==> config.mk <==
export PLATFORM = sky130hd
export DESIGN_NAME = pdm_cic_fir_decimator_top
export DESIGN_NICKNAME = d
export VERILOG_FILES = /design/src/sv/pcfd_pkg.sv /design/src/sv/pdm_cic_fir_decimator_top.sv /design/src/sv/pcfd_front.sv /design/src/sv/pcfd_queue.sv /design/src/sv/pcfd_back.sv
export SDC_FILE = /design/constraint.sdc
export NUM_CORES = 2
export LEC_CHECK = 0
export ABC_CLOCK_PERIOD_IN_PS = 11400
export BUFFER_PORTS_ARGS = -buffer_cell sky130_fd_sc_hd__buf_2
export CAP_MARGIN = 40
export CORE_MARGIN = 2
export CORE_UTILIZATION = 60
export DETAILED_ROUTE_END_ITERATION = 8
export GPL_TIMING_DRIVEN = 1
export PLACE_DENSITY = 0.8
export SETUP_SLACK_MARGIN = 0.05
export SYNTH_ARGS = -nofsm -noshare
export SYNTH_HDL_FRONTEND = slang
export SYNTH_SLANG_ARGS = --single-unit
==> constraint.sdc <==
create_clock -name clock -period 11.4 [get_ports clock]
set_clock_uncertainty 0.15 [all_clocks]
set_input_delay 2.28 -clock clock [delete_from_list [all_inputs] [get_ports clock]]
set_output_delay 2.28 -clock clock [all_outputs]
set_load 0.01 [all_outputs]
==> src/sv/pcfd_pkg.sv <==
// Shared constants, types and helper functions for the PDM CIC/FIR decimator.
// No dependencies; used by every module of the block.
`default_nettype none

package pcfd_pkg;

   localparam int TAPS       = 64;
   localparam int WORD_BITS  = 32;
   localparam int TAP_W      = $clog2(TAPS);
   localparam int BIT_W      = $clog2(WORD_BITS);
   localparam int SMP_W      = 16;
   localparam int INT_W      = 32;
   localparam int WRAP_W     = 35;
   localparam int ACC_W      = 2 * SMP_W + TAP_W;
   localparam int SHIFT_W    = 5;
   localparam int QDEPTH     = 4;
   localparam int QP_W       = $clog2(QDEPTH);
   localparam int QC_W       = $clog2(QDEPTH + 1);
   localparam int COEF_COUNT = 64;
   localparam int COEF_W     = $clog2(COEF_COUNT);
   localparam int HALF_BIT   = WORD_BITS / 2;

   localparam logic signed [WRAP_W-1:0] WRAP_HI = 35'sd1073741823;
   localparam logic signed [WRAP_W-1:0] WRAP_LO = -35'sd1073741824;

   localparam logic signed [SMP_W-1:0] COEF_ROM [COEF_COUNT] = '{
      16'sd0, 16'sd0, 16'sd0, 16'sd0, 16'sd0, 16'sd0, 16'sd0, 16'sd0,
      16'sd0, 16'sd0, 16'sd0, 16'sd0, 16'sd0, 16'sd2, 16'sd0, -16'sd9,
      16'sd8, 16'sd24, -16'sd43, -16'sd38, 16'sd144, -16'sd1, -16'sd343, 16'sd224,
      16'sd603, -16'sd838, -16'sd725, 16'sd2128, 16'sd234, -16'sd4795, 16'sd2229, 16'sd17687,
      16'sd17687, 16'sd2229, -16'sd4795, 16'sd234, 16'sd2128, -16'sd725, -16'sd838, 16'sd603,
      16'sd224, -16'sd343, -16'sd1, 16'sd144, -16'sd38, -16'sd43, 16'sd24, 16'sd8,
      -16'sd9, 16'sd0, 16'sd2, 16'sd0, 16'sd0, 16'sd0, 16'sd0, 16'sd0,
      16'sd0, 16'sd0, 16'sd0, 16'sd0, 16'sd0, 16'sd0, 16'sd0, 16'sd0
   };

   typedef struct packed {
      logic signed [SMP_W-1:0] sample;
      logic                    last;
   } q_item_type;

   typedef struct packed {
      logic room2;
      logic not_empty;
   } q_stat_type;

   typedef enum logic {
      FE_IDLE,
      FE_RUN
   } fe_state_type;

   typedef enum logic [2:0] {
      BE_IDLE,
      BE_LOAD,
      BE_MAC,
      BE_DRAIN,
      BE_DONE
   } be_state_type;

   // high side folds first, then the low side on the folded value
   function automatic logic signed [WRAP_W-1:0] wrap_value(input logic signed [WRAP_W-1:0] v);
      logic signed [WRAP_W-1:0] t;
      t = v;
      if (t >= WRAP_HI) t = t - WRAP_HI;
      if (t <= WRAP_LO) t = t - WRAP_LO;
      return t;
   endfunction

   // taps past the table take zero
   function automatic logic signed [SMP_W-1:0] coef_at(input logic [TAP_W-1:0] a);
      logic [31:0] ai;
      logic signed [SMP_W-1:0] c;
      ai = 32'(a);
      c  = '0;
      if (ai < COEF_COUNT) c = COEF_ROM[ai[COEF_W-1:0]];
      return c;
   endfunction

endpackage

`default_nettype wire

==> src/sv/pdm_cic_fir_decimator_top.sv <==
// Top level of the PDM to PCM decimator: front end, sample queue, FIR back end
// and the out_shift register. Uses pcfd_pkg, pcfd_front, pcfd_queue, pcfd_back.
`default_nettype none

// Each 32-bit PDM word (MSB first, 1 = +1, 0 = -1) runs through a second-order
// CIC one bit per cycle and yields two 16-bit samples, which a 4-entry queue
// hands to a 64-tap FIR built around one 16x16 multiplier. Each sample passes
// the back end in order (pop, history write, 64 multiply-accumulates, pipeline
// drain, result load), so the shared multiplier sets the sustained word rate.
// The front end takes a new word once it is done with the last one and the
// queue has room for two samples. Two results leave per word, rsp_tlast marking
// the second. out_shift arithmetically shifts the FIR sum right before its low
// 16 bits go out; write it only while idle.
module pdm_cic_fir_decimator_top (
   input  wire                                clock,
   input  wire                                reset,
   input  wire                                req_tvalid,
   output logic                               req_tready,
   input  wire [pcfd_pkg::WORD_BITS-1:0]      req_tdata,   // [31:0] pdm_word
   output logic                               rsp_tvalid,
   input  wire                                rsp_tready,
   output logic signed [pcfd_pkg::SMP_W-1:0]  rsp_tdata,   // [15:0] pcm_value
   output logic                               rsp_tlast,
   input  wire                                csr_valid,
   output logic                               csr_ready,
   input  wire [pcfd_pkg::SHIFT_W-1:0]        csr_wdata    // [4:0] out_shift
);

   logic [pcfd_pkg::SHIFT_W-1:0] out_shift_ff;

   pcfd_pkg::q_stat_type q_stat;
   pcfd_pkg::q_item_type push_item;
   pcfd_pkg::q_item_type head_item;
   logic                 push;
   logic                 pop;

   assign csr_ready = 1'b1;

   always_ff @(posedge clock) begin
      if (reset) out_shift_ff <= '0;
      else if (csr_valid && csr_ready) out_shift_ff <= csr_wdata;
   end

   pcfd_front u_front (
      .clock      (clock),
      .reset      (reset),
      .req_tvalid (req_tvalid),
      .req_tready (req_tready),
      .req_tdata  (req_tdata),
      .q_stat     (q_stat),
      .push       (push),
      .push_item  (push_item)
   );

   pcfd_queue u_queue (
      .clock     (clock),
      .reset     (reset),
      .push      (push),
      .push_item (push_item),
      .pop       (pop),
      .head_item (head_item),
      .q_stat    (q_stat)
   );

   pcfd_back u_back (
      .clock      (clock),
      .reset      (reset),
      .head_item  (head_item),
      .q_stat     (q_stat),
      .pop        (pop),
      .out_shift  (out_shift_ff),
      .rsp_tvalid (rsp_tvalid),
      .rsp_tready (rsp_tready),
      .rsp_tdata  (rsp_tdata),
      .rsp_tlast  (rsp_tlast)
   );

endmodule

`default_nettype wire

==> src/sv/pcfd_front.sv <==
// Front end: takes PDM words, runs the two integrators one bit per cycle and
// the two comb stages per sample, and pushes 16-bit samples. Uses pcfd_pkg.
`default_nettype none

module pcfd_front (
   input  wire                            clock,
   input  wire                            reset,
   input  wire                            req_tvalid,
   output logic                           req_tready,
   input  wire [pcfd_pkg::WORD_BITS-1:0]  req_tdata,   // [31:0] pdm_word
   input  pcfd_pkg::q_stat_type           q_stat,
   output logic                           push,
   output pcfd_pkg::q_item_type           push_item
);

   pcfd_pkg::fe_state_type state_ff, state_in;

   logic [pcfd_pkg::WORD_BITS-1:0]      word_ff;
   logic [pcfd_pkg::BIT_W-1:0]          cnt_ff;
   logic signed [pcfd_pkg::INT_W-1:0]   int1_ff, int1_in;
   logic signed [pcfd_pkg::INT_W-1:0]   int2_ff, int2_in;
   logic signed [pcfd_pkg::INT_W-1:0]   smp_ff;
   logic                                smp_pend_ff;
   logic                                smp_last_ff;
   logic signed [pcfd_pkg::INT_W-1:0]   cdf_ff;
   logic signed [pcfd_pkg::INT_W:0]     cds_ff;

   logic                                accept;
   logic                                running;
   logic signed [pcfd_pkg::WRAP_W-1:0]  step;
   logic signed [pcfd_pkg::INT_W:0]     d1;
   logic signed [pcfd_pkg::WRAP_W-1:0]  p_wr;

   always_comb begin
      state_in = state_ff;
      unique case (state_ff)
         pcfd_pkg::FE_IDLE: if (accept) state_in = pcfd_pkg::FE_RUN;
         pcfd_pkg::FE_RUN:
            if (cnt_ff == pcfd_pkg::BIT_W'(pcfd_pkg::WORD_BITS - 1))
               state_in = pcfd_pkg::FE_IDLE;
         default: state_in = pcfd_pkg::FE_IDLE;
      endcase
   end

   always_comb begin
      req_tready = 1'b0;
      running    = 1'b0;
      unique case (state_ff)
         pcfd_pkg::FE_IDLE: req_tready = q_stat.room2;
         pcfd_pkg::FE_RUN:  running    = 1'b1;
         default: ;
      endcase
   end

   assign accept = req_tvalid && req_tready;

   // integrators, MSB of the word first
   always_comb begin
      step    = word_ff[pcfd_pkg::WORD_BITS-1] ? 35'sd1 : -35'sd1;
      int1_in = pcfd_pkg::INT_W'(pcfd_pkg::wrap_value(pcfd_pkg::WRAP_W'(int1_ff) + step));
      int2_in = pcfd_pkg::INT_W'(pcfd_pkg::wrap_value(
                   pcfd_pkg::WRAP_W'(int2_ff) + pcfd_pkg::WRAP_W'(int1_in)));
   end

   // comb stages on the captured sample
   always_comb begin
      d1   = (pcfd_pkg::INT_W+1)'(smp_ff) - (pcfd_pkg::INT_W+1)'(cdf_ff);
      p_wr = pcfd_pkg::wrap_value(pcfd_pkg::WRAP_W'(d1) - pcfd_pkg::WRAP_W'(cds_ff));
   end

   assign push             = smp_pend_ff;
   assign push_item.sample = p_wr[pcfd_pkg::SMP_W-1:0];
   assign push_item.last   = smp_last_ff;

   always_ff @(posedge clock) begin
      if (reset) begin
         state_ff    <= pcfd_pkg::FE_IDLE;
         cnt_ff      <= '0;
         int1_ff     <= '0;
         int2_ff     <= '0;
         smp_pend_ff <= 1'b0;
         smp_last_ff <= 1'b0;
         cdf_ff      <= '0;
         cds_ff      <= '0;
      end else begin
         state_ff    <= state_in;
         smp_pend_ff <= 1'b0;
         if (accept) begin
            cnt_ff <= '0;
         end else if (running) begin
            int1_ff <= int1_in;
            int2_ff <= int2_in;
            cnt_ff  <= cnt_ff + 1'b1;
            if (cnt_ff == '0) begin
               smp_pend_ff <= 1'b1;
               smp_last_ff <= 1'b0;
            end else if (cnt_ff == pcfd_pkg::BIT_W'(pcfd_pkg::HALF_BIT)) begin
               smp_pend_ff <= 1'b1;
               smp_last_ff <= 1'b1;
            end
         end
         if (smp_pend_ff) begin
            cdf_ff <= smp_ff;
            cds_ff <= d1;
         end
      end
   end

   always_ff @(posedge clock) begin
      if (accept) word_ff <= req_tdata;
      else if (running) word_ff <= {word_ff[pcfd_pkg::WORD_BITS-2:0], 1'b0};
      if (running) smp_ff <= int2_in;
   end

endmodule

`default_nettype wire

==> src/sv/pcfd_queue.sv <==
// Short sample queue between front and back end. Reports empty status and
// whether two more samples fit. Uses pcfd_pkg.
`default_nettype none

module pcfd_queue (
   input  wire                     clock,
   input  wire                     reset,
   input  wire                     push,
   input  pcfd_pkg::q_item_type    push_item,
   input  wire                     pop,
   output pcfd_pkg::q_item_type    head_item,
   output pcfd_pkg::q_stat_type    q_stat
);

   pcfd_pkg::q_item_type            slot_ff [pcfd_pkg::QDEPTH];
   logic [pcfd_pkg::QP_W-1:0]       wr_ptr_ff;
   logic [pcfd_pkg::QP_W-1:0]       rd_ptr_ff;
   logic [pcfd_pkg::QC_W-1:0]       count_ff, count_in;

   always_comb begin
      count_in = count_ff;
      if (push && !pop) count_in = count_ff + 1'b1;
      else if (pop && !push) count_in = count_ff - 1'b1;
   end

   assign head_item        = slot_ff[rd_ptr_ff];
   assign q_stat.not_empty = (count_ff != '0);
   assign q_stat.room2     = (count_ff <= pcfd_pkg::QC_W'(pcfd_pkg::QDEPTH - 2));

   always_ff @(posedge clock) begin
      if (reset) begin
         wr_ptr_ff <= '0;
         rd_ptr_ff <= '0;
         count_ff  <= '0;
      end else begin
         count_ff <= count_in;
         if (push) wr_ptr_ff <= wr_ptr_ff + 1'b1;
         if (pop)  rd_ptr_ff <= rd_ptr_ff + 1'b1;
      end
   end

   always_ff @(posedge clock) begin
      if (push) slot_ff[wr_ptr_ff] <= push_item;
   end

endmodule

`default_nettype wire

==> src/sv/pcfd_back.sv <==
// Back end: FIR with tap history memory and one shared multiply-accumulate,
// plus the result register. Uses pcfd_pkg.
`default_nettype none

module pcfd_back (
   input  wire                                 clock,
   input  wire                                 reset,
   input  pcfd_pkg::q_item_type                head_item,
   input  pcfd_pkg::q_stat_type                q_stat,
   output logic                                pop,
   input  wire [pcfd_pkg::SHIFT_W-1:0]         out_shift,
   output logic                                rsp_tvalid,
   input  wire                                 rsp_tready,
   output logic signed [pcfd_pkg::SMP_W-1:0]   rsp_tdata,
   output logic                                rsp_tlast
);

   pcfd_pkg::be_state_type state_ff, state_in;

   logic signed [pcfd_pkg::SMP_W-1:0]    hist_mem [pcfd_pkg::TAPS];
   logic [pcfd_pkg::TAPS-1:0]            hist_ok_ff;

   logic signed [pcfd_pkg::SMP_W-1:0]    cur_ff;
   logic                                 cur_last_ff;
   logic [pcfd_pkg::TAP_W-1:0]           pos_ff;
   logic [pcfd_pkg::TAP_W-1:0]           rd_addr_ff;
   logic [pcfd_pkg::TAP_W-1:0]           tap_ff;

   logic signed [pcfd_pkg::SMP_W-1:0]    rd_data_ff;
   logic                                 rd_ok_ff;
   logic signed [pcfd_pkg::SMP_W-1:0]    coef1_ff;
   logic                                 v1_ff;
   logic signed [2*pcfd_pkg::SMP_W-1:0]  prod_ff;
   logic                                 v2_ff;
   logic signed [pcfd_pkg::ACC_W-1:0]    acc_ff;
   logic                                 rsp_tvalid_ff;
   logic signed [pcfd_pkg::SMP_W-1:0]    rsp_data_ff;
   logic                                 rsp_last_ff;

   logic                                 wr_en;
   logic                                 rd_en;
   logic                                 load_out;
   logic                                 out_free;
   logic                                 last_tap;
   logic signed [pcfd_pkg::SMP_W-1:0]    mul_a;
   logic signed [pcfd_pkg::ACC_W-1:0]    shifted;

   assign out_free = !rsp_tvalid_ff || rsp_tready;
   assign last_tap = (tap_ff == pcfd_pkg::TAP_W'(pcfd_pkg::TAPS - 1));

   always_comb begin
      state_in = state_ff;
      unique case (state_ff)
         pcfd_pkg::BE_IDLE:  if (q_stat.not_empty) state_in = pcfd_pkg::BE_LOAD;
         pcfd_pkg::BE_LOAD:  state_in = pcfd_pkg::BE_MAC;
         pcfd_pkg::BE_MAC:   if (last_tap) state_in = pcfd_pkg::BE_DRAIN;
         pcfd_pkg::BE_DRAIN: if (!v1_ff && !v2_ff) state_in = pcfd_pkg::BE_DONE;
         pcfd_pkg::BE_DONE:  if (out_free) state_in = pcfd_pkg::BE_IDLE;
         default:            state_in = pcfd_pkg::BE_IDLE;
      endcase
   end

   always_comb begin
      pop      = 1'b0;
      wr_en    = 1'b0;
      rd_en    = 1'b0;
      load_out = 1'b0;
      unique case (state_ff)
         pcfd_pkg::BE_IDLE: pop      = q_stat.not_empty;
         pcfd_pkg::BE_LOAD: wr_en    = 1'b1;
         pcfd_pkg::BE_MAC:  rd_en    = 1'b1;
         pcfd_pkg::BE_DONE: load_out = out_free;
         default: ;
      endcase
   end

   assign mul_a   = rd_ok_ff ? rd_data_ff : '0;
   assign shifted = acc_ff >>> out_shift;

   always_ff @(posedge clock) begin
      if (reset) begin
         state_ff      <= pcfd_pkg::BE_IDLE;
         hist_ok_ff    <= '0;
         pos_ff        <= '0;
         v1_ff         <= 1'b0;
         v2_ff         <= 1'b0;
         rsp_tvalid_ff <= 1'b0;
      end else begin
         state_ff <= state_in;
         v1_ff    <= rd_en;
         v2_ff    <= v1_ff;
         if (wr_en) hist_ok_ff[pos_ff] <= 1'b1;
         if (load_out) begin
            rsp_tvalid_ff <= 1'b1;
            pos_ff <= (pos_ff == pcfd_pkg::TAP_W'(pcfd_pkg::TAPS - 1)) ? '0 : pos_ff + 1'b1;
         end else if (rsp_tready) begin
            rsp_tvalid_ff <= 1'b0;
         end
      end
   end

   // history memory: one write port, one registered read port
   always_ff @(posedge clock) begin
      if (wr_en) hist_mem[pos_ff] <= cur_ff;
      if (rd_en) rd_data_ff <= hist_mem[rd_addr_ff];
   end

   always_ff @(posedge clock) begin
      if (pop) begin
         cur_ff      <= head_item.sample;
         cur_last_ff <= head_item.last;
      end
      if (wr_en) begin
         rd_addr_ff <= pos_ff;
         tap_ff     <= '0;
         acc_ff     <= '0;
      end
      if (rd_en) begin
         rd_ok_ff <= hist_ok_ff[rd_addr_ff];
         coef1_ff <= pcfd_pkg::coef_at(tap_ff);
         tap_ff   <= tap_ff + 1'b1;
         // walk backward through the ring, newest first
         rd_addr_ff <= (rd_addr_ff == '0) ? pcfd_pkg::TAP_W'(pcfd_pkg::TAPS - 1)
                                          : rd_addr_ff - 1'b1;
      end
      if (v1_ff) prod_ff <= mul_a * coef1_ff;
      if (v2_ff) acc_ff <= acc_ff + pcfd_pkg::ACC_W'(prod_ff);
      if (load_out) begin
         rsp_data_ff <= shifted[pcfd_pkg::SMP_W-1:0];
         rsp_last_ff <= cur_last_ff;
      end
   end

   assign rsp_tvalid = rsp_tvalid_ff;
   assign rsp_tdata  = rsp_data_ff;
   assign rsp_tlast  = rsp_last_ff;

endmodule

`default_nettype wire

# ---- Word level (Yosys, flattened, before mapping)
# Memories as Yosys holds them, arrays and structs flattened. A register that Yosys moved wholly into a read port is not among the register bits.
# Index checks and enable logic that the tools add are counted.
dict set report classes {
  n_addsub 19
  n_mul 1
  n_lt_le_gt_ge 10
  n_eq_ne 12
  n_shift 1
  muxes 48
  bitwise 5
  reduce_logical 26
}
# cell n
set op_table {}
lappend op_table {{two-way mux 35 bit} 4}
lappend op_table {{two-way mux 32 bit} 4}
lappend op_table {{>= comparator 35 x 31 -> 1 bit (second input constant)} 3}
lappend op_table {{<= comparator 35 x 31 -> 1 bit (second input constant)} 3}
lappend op_table {{subtractor 35 x 31 -> 35 bit (second input constant)} 3}
lappend op_table {{two-way mux 38 bit} 2}
lappend op_table {{OR 64 bit} 1}
lappend op_table {{subtractor 32 x 31 -> 32 bit (second input constant)} 2}
lappend op_table {{adder 38 x 32 -> 38 bit} 1}
lappend op_table {{>>> shifter 38 x 5 -> 16 bit} 1}
lappend op_table {{two-way mux 6 bit} 6}
lappend op_table {{adder 32 x 35 -> 35 bit} 1}
lappend op_table {{subtractor 33 x 33 -> 34 bit} 1}
lappend op_table {{adder 32 x 32 -> 33 bit} 1}
lappend op_table {{subtractor 32 x 32 -> 33 bit} 1}
lappend op_table {{multiplier 16 x 16 -> 32 bit} 1}
lappend op_table {{two-way mux 16 bit} 2}
lappend op_table {{two-way mux 1 bit} 20}
lappend op_table {{two-way mux 3 bit} 6}
lappend op_table {{subtractor 16 x 1 -> 16 bit (second input constant)} 1}
lappend op_table {{one-hot mux 3 bit (5 select lines)} 1}
lappend op_table {{less-than comparator 6 x 7 -> 1 bit (second input constant)} 2}
lappend op_table {{adder 6 x 1 -> 6 bit (second input constant)} 2}
lappend op_table {{== test 6 bit (second input constant)} 2}
lappend op_table {{other kinds (30)} 51}
dict set report word_totals {
  reg_bits 389
  ramBits 1092
  rom_bits 1024
  input_bits 42
  out_inout_bits 20
  memories 3
}
# name depth word_bits read_ports rd_ports_with_merged_regs write_ports line
set mem_list {}
lappend mem_list {{(no name shown)} 64 16 1 1 0 pcfd_pkg.sv:75} ;# if (ai < COEF_COUNT) c = COEF_ROM[ai[COEF_W-1:0]];
lappend mem_list {u_back.hist_mem 64 16 1 1 1 pcfd_back.sv:20} ;# logic signed [pcfd_pkg::SMP_W-1:0] hist_mem [pcfd_pkg::TAPS];
lappend mem_list {u_queue.slot_ff 4 17 1 1 1 pcfd_queue.sv:15} ;# pcfd_pkg::q_item_type slot_ff [pcfd_pkg::QDEPTH];

# ---- Longest topological paths before layout
dict set report depth {
  ltp_word 11
  depth_mapped 42
  depth_no_buf 38
}

# ---- Modules after synthesis
# Synthesis repeated with hierarchy kept, for this count alone.
dict set report hier_totals {
  hier_cells 6137
  hier_area_um2 81892.3
}
# module n_inst cells_per_inst area_each_um2 seq_area_each_um2
set modules_own_cells {}
lappend modules_own_cells {pcfd_back 1 3908 61362.6 36685.2}
lappend modules_own_cells {pcfd_front 1 2078 17418.0 4664.5}
lappend modules_own_cells {pcfd_queue 1 133 2920.3 2222.1}
lappend modules_own_cells {pdm_cic_fir_decimator_top 1 18 191.4 100.1}

# ---- Least setup slack after synthesis
# No wires, ideal clock.
dict set report synth_path {
  path_kind {register -> register}
  from {register u_front.word_ff[31] (netlist name)}
  to {register u_front.smp_ff[30] (netlist name) (data pin)}
  setup_time_ns 0.271
  arrival_time_ns 8.979
  slack_ns 1.999
  path_stages_with_launch 40
  path_buffers 4
  period_less_slack_ns 9.401
  path_cell_list {edfxtp_1 inv_1 ha_1 buf_2 a21o_1 a31o_1 or3_1 o21a_2 a211oi_1 a21oi_1 xnor2_1 nor4_4 a22o_1 buf_4 clkbuf_1 nand2_1 xor2_1 ha_1 [... 4 more ...] or4b_1 a311oi_2 nand4_1 nor4_2 and4_1 clkbuf_1 o21ai_1 nor3_1 xor2_1 ha_1 nand4b_1 nor2_1 nand2_1 or4_1 nor4_1 a31oi_1 nand2_1 o21ai_0}
}
dict set report synth_via {
  elab_chain_cells 11
  elab_cells_between_ends 15
  classes_between {add/sub (6); order compare (4); mux (5)}
}
# item line
set synth_rtl {}
lappend synth_rtl {{start, declared} pcfd_front.sv:18} ;# logic [pcfd_pkg::WORD_BITS-1:0] word_ff;
lappend synth_rtl {{start signal, assigned} pcfd_front.sv:110} ;# if (accept) word_ff <= req_tdata;
lappend synth_rtl {{start signal, assigned} pcfd_front.sv:111} ;# else if (running) word_ff <= {word_ff[pcfd_pkg::WORD_BITS-2:0], 1'b0};
lappend synth_rtl {{two-way mux 35 bit (*)} pcfd_front.sv:59} ;# step = word_ff[pcfd_pkg::WORD_BITS-1] ? 35'sd1 : -35'sd1;
lappend synth_rtl {{adder 32 x 35 -> 35 bit (*)} pcfd_front.sv:60} ;# int1_in = pcfd_pkg::INT_W'(pcfd_pkg::wrap_value(pcfd_pkg::WRAP_W'(int1_ff) + step));
lappend synth_rtl {{subtractor 35 x 31 -> 35 bit / >= comparator 35 x 31 -> 1 bit (equally long branches)} pcfd_pkg.sv:64} ;# if (t >= WRAP_HI) t = t - WRAP_HI;
lappend synth_rtl {{two-way mux 35 bit (*)} pcfd_pkg.sv:64}
lappend synth_rtl {{subtractor 32 x 31 -> 32 bit / <= comparator 35 x 31 -> 1 bit (equally long branches)} pcfd_pkg.sv:65} ;# if (t <= WRAP_LO) t = t - WRAP_LO;
lappend synth_rtl {{two-way mux 32 bit (*)} pcfd_pkg.sv:65}
lappend synth_rtl {{named net u_front.int1_in, one bit} pcfd_front.sv:20} ;# logic signed [pcfd_pkg::INT_W-1:0] int1_ff, int1_in;
lappend synth_rtl {{adder 32 x 32 -> 33 bit (*)} pcfd_front.sv:62} ;# pcfd_pkg::WRAP_W'(int2_ff) + pcfd_pkg::WRAP_W'(int1_in)));
lappend synth_rtl {{subtractor 35 x 31 -> 35 bit / >= comparator 35 x 31 -> 1 bit (equally long branches)} pcfd_pkg.sv:64}
lappend synth_rtl {{two-way mux 35 bit (*)} pcfd_pkg.sv:64}
lappend synth_rtl {{subtractor 32 x 31 -> 32 bit / <= comparator 35 x 31 -> 1 bit (equally long branches)} pcfd_pkg.sv:65}
lappend synth_rtl {{two-way mux 32 bit (*)} pcfd_pkg.sv:65}
lappend synth_rtl {{named net u_front.int2_in, one bit} pcfd_front.sv:21} ;# logic signed [pcfd_pkg::INT_W-1:0] int2_ff, int2_in;
lappend synth_rtl {{end signal, assigned} pcfd_front.sv:112} ;# if (running) smp_ff <= int2_in;
lappend synth_rtl {{end, declared} pcfd_front.sv:22} ;# logic signed [pcfd_pkg::INT_W-1:0] smp_ff;
# The timed path passes the listed nets; every way through them passes the cells marked *.
# A chain may end at the register's enable or synchronous reset.

# ---- Worst setup path after layout
# Same ends and word-level chain as after synthesis.

==> impl_metrics.tcl <==
set metrics [dict create \
    gp_congestion 0.934 \
    yosys_warnings 0 \
    slowest_stage "o311ai_0" \
    grt_pass1_wl_microns 311000 \
    grt_pass1_vias 51177 \
    num_rows 134 \
    antenna_found_initial 19 \
    synth_largest_area_cell "edfxtp_1" \
    ys_ff_latch 1528 \
    fillers 8940 \
    cts.repair.resized 0 \
    worstPathArrival_ps 10960 \
    first_pass_iters 7 \
    setup_violations 0 \
    rsz0062_at_grt "false" \
    dieWidth_microns 370 \
    max_slew_margin 0.331 \
    vias 51277 \
    io_buffer_count 60 \
    fp.dieH_microns 370 \
    hold_buffers 0 \
    r2r_cells 36 \
    layout_common_cells "edfxtp_1 (1303), inv_1 (466), nor2_1 (438)" \
    post_route_cells_drive_above_1_share 0.153 \
    min-delay-path-class "flop to flop" \
    grt-ovfl-total 0 \
    maxCapViolCount 0 \
    whs_path_depth 1 \
    worstHoldStart "u_back.hist_ok_ff[39]" \
    worst_slew_pin_slew_ps 1000 \
    grt_max_degree 143 \
    wl_per_cell_microns 25.6 \
    netlist_instances 5924 \
    seq_area_frac_synth 0.542 \
    cts.sinks 1528 \
    syn_area_sq_um 80500 \
    final_common_cell "edfxtp_1" \
    status "completed" \
    syn2layout_area_growth_pct 10.2 \
    synth_edf_count 1303 \
    clkSlewWorstSetupHoldPaths_ps 60 \
    period_share 0.928 \
    slew_viol_final 0 \
    regArea_sq_um 43600 \
    drt_iter0_markers 5800 \
    cts_root_buf "clkbuf_16" \
    critical_path.max_stage_delay_ps 630 \
    crit_family "compound AO/OA/AOI/OAI gates" \
    path_buf_inv 2 \
    final_hold_viol_count 0 \
    synth_area_per_cell_sq_um 13.6 \
    postCtsSetupBuffers 0 \
    ios 62 \
    period_minus_slack_ps 10580 \
    r2r_end "u_front.smp_ff[30]" \
    drc_errors 0 \
    multi_input_area_sq_um 34000 \
    avgViaCountPerCell 6.47 \
    nets 6603 \
    clock.fmax_ghz 0.0945 \
    r2r_slack_ps 820 \
    yosysTopAreaCellShare 0.486 \
    dp_hpwl_microns 128000 \
    wl_microns 203000 \
    end_kind "flop" \
    grt_util_all_layers 0.300 \
    ant_nets 0 \
    synth_area_leaders "edfxtp_1 (49%), mux4_2 (11%), fa_1 (6.7%)" \
    clkLatencyLatePin_ps 820 \
    yosysUniqueCellTypes 101 \
    synth-main-ff-cell "edfxtp_1" \
    cts_tree "yes" \
    required_ps 11780 \
    core_area_sq_um 133000 \
    async_flop_share 0 \
    die_area_sq_um 137000 \
    cts_buffers 155 \
    syn_nets 6504 \
    htree_num_levels 4 \
    fin_setup_tns_ps 0 \
    start_kind "flop" \
    worst-path-max-fanout 13 \
    path_class "flop to flop" \
    clk_path_buf_depth 3 \
    timing.rr.start "u_front.word_ff[31]" \
    start_util 0.604 \
    hold_end "u_back.hist_ok_ff[39]" \
]
## worst max-delay path by stage
stage	endpoint	startpoint	cells past startpoint	slack, ps
after CTS	u_front.smp_ff[30]	u_front.word_ff[31]	36	830
after floorplan	u_front.smp_ff[30]	u_front.word_ff[31]	39	2000
after detailed placement	u_front.smp_ff[30]	u_front.word_ff[31]	36	850
after global placement	u_front.smp_ff[30]	u_front.word_ff[31]	36	1040
after global routing	u_front.smp_ff[30]	u_front.word_ff[31]	36	70
final	u_front.smp_ff[30]	u_front.word_ff[31]	36	820
## flip-flops by register name (all words and copies together) (netlist names), 32 cells and up
name / cells
u_front.cds_ff: 33
u_queue.slot_ff: 68
u_back.prod_ff: 32
u_front.cdf_ff: 32
u_back.hist_mem: 1024
u_front.int1_ff: 32
u_front.int2_ff: 32
u_back.hist_ok_ff: 64
u_front.smp_ff: 32
u_front.word_ff: 32
u_back.acc_ff: 38
## per-layer routing
layer | global-route usage | wire [microns]
met4 | 0.120 | 8630
met3 | 0.0651 | 18800
met5 | 0.00350 | 244
met2 | 0.491 | 98000
met1 | 0.393 | 77300
## cells by family (layout without fill, tap and decap cells)
group	Yosys count	in the layout	synth area share
other	1	7	0.0000466
buffers and inverters	751	978	0.0353
adder cells (fa/ha/maj)	538	538	0.109
AND/OR/NAND/NOR	1508	1508	0.0902
multiplexers	537	537	0.129
XOR/XNOR	234	234	0.0255
AO/OA/AOI/OAI	827	827	0.0687
flip-flops	1528	1528	0.542
## synth_stat cells, drive strengths merged, types with 97 or more instances
cell type	instances
a21oi	206
and3	134
clkbuf	224
dfxtp	225
edfxtp	1303
fa	268
ha	270
inv	470
mux2i	114
mux4	399
nand2	429
nor2	438
nor3	97
o21a	100
o21ai	144
xnor2	163
## worst reg2reg max path: cells and delay by family, from the launching register on
| family | cells | cell delay, ps |
|---|---|---|
| DFF | 1 | 410 |
| AOI/OAI and AO/OA | 13 | 3700 |
| and+or+nand+nor | 15 | 3650 |
| xor gates and xnor gates | 3 | 930 |
| adders and majority gates | 3 | 920 |
| buffers and inverters | 2 | 580 |
## per-stage QoR
stage / setup slack (ps) / instances / hold slack (ps) / util / area [sq um]
6_report: 820 / 7925 / 315 / 0.665 / 88700
5_1_grt: 66.6 / 7921 / 326 / 0.665 / 88600
4_1_cts: 832 / 7917 / 317 / 0.665 / 88600
3_5_place_dp: 854 / 7632 / 301 / 0.625 / 83400
3_3_place_gp: 1040 / 7606 / 291 / 0.622 / 82900
2_1_floorplan: 2000 / 5924 / 250 / - / 80500
## cell type report
type	instances	share of cell area
sequential	1528	0.492
tap	1768	0.0250
inverter	474	0.0201
timing repair buffer	219	0.0196
clock inverter	96	0.0130
multi-input combinational	3645	0.384
clock buffer	189	0.0462
antenna	6	0.000169
Power is left out: the tool's default activity adds up to more than one toggle a clock period on the data nets, which glitch-free logic cannot reach.
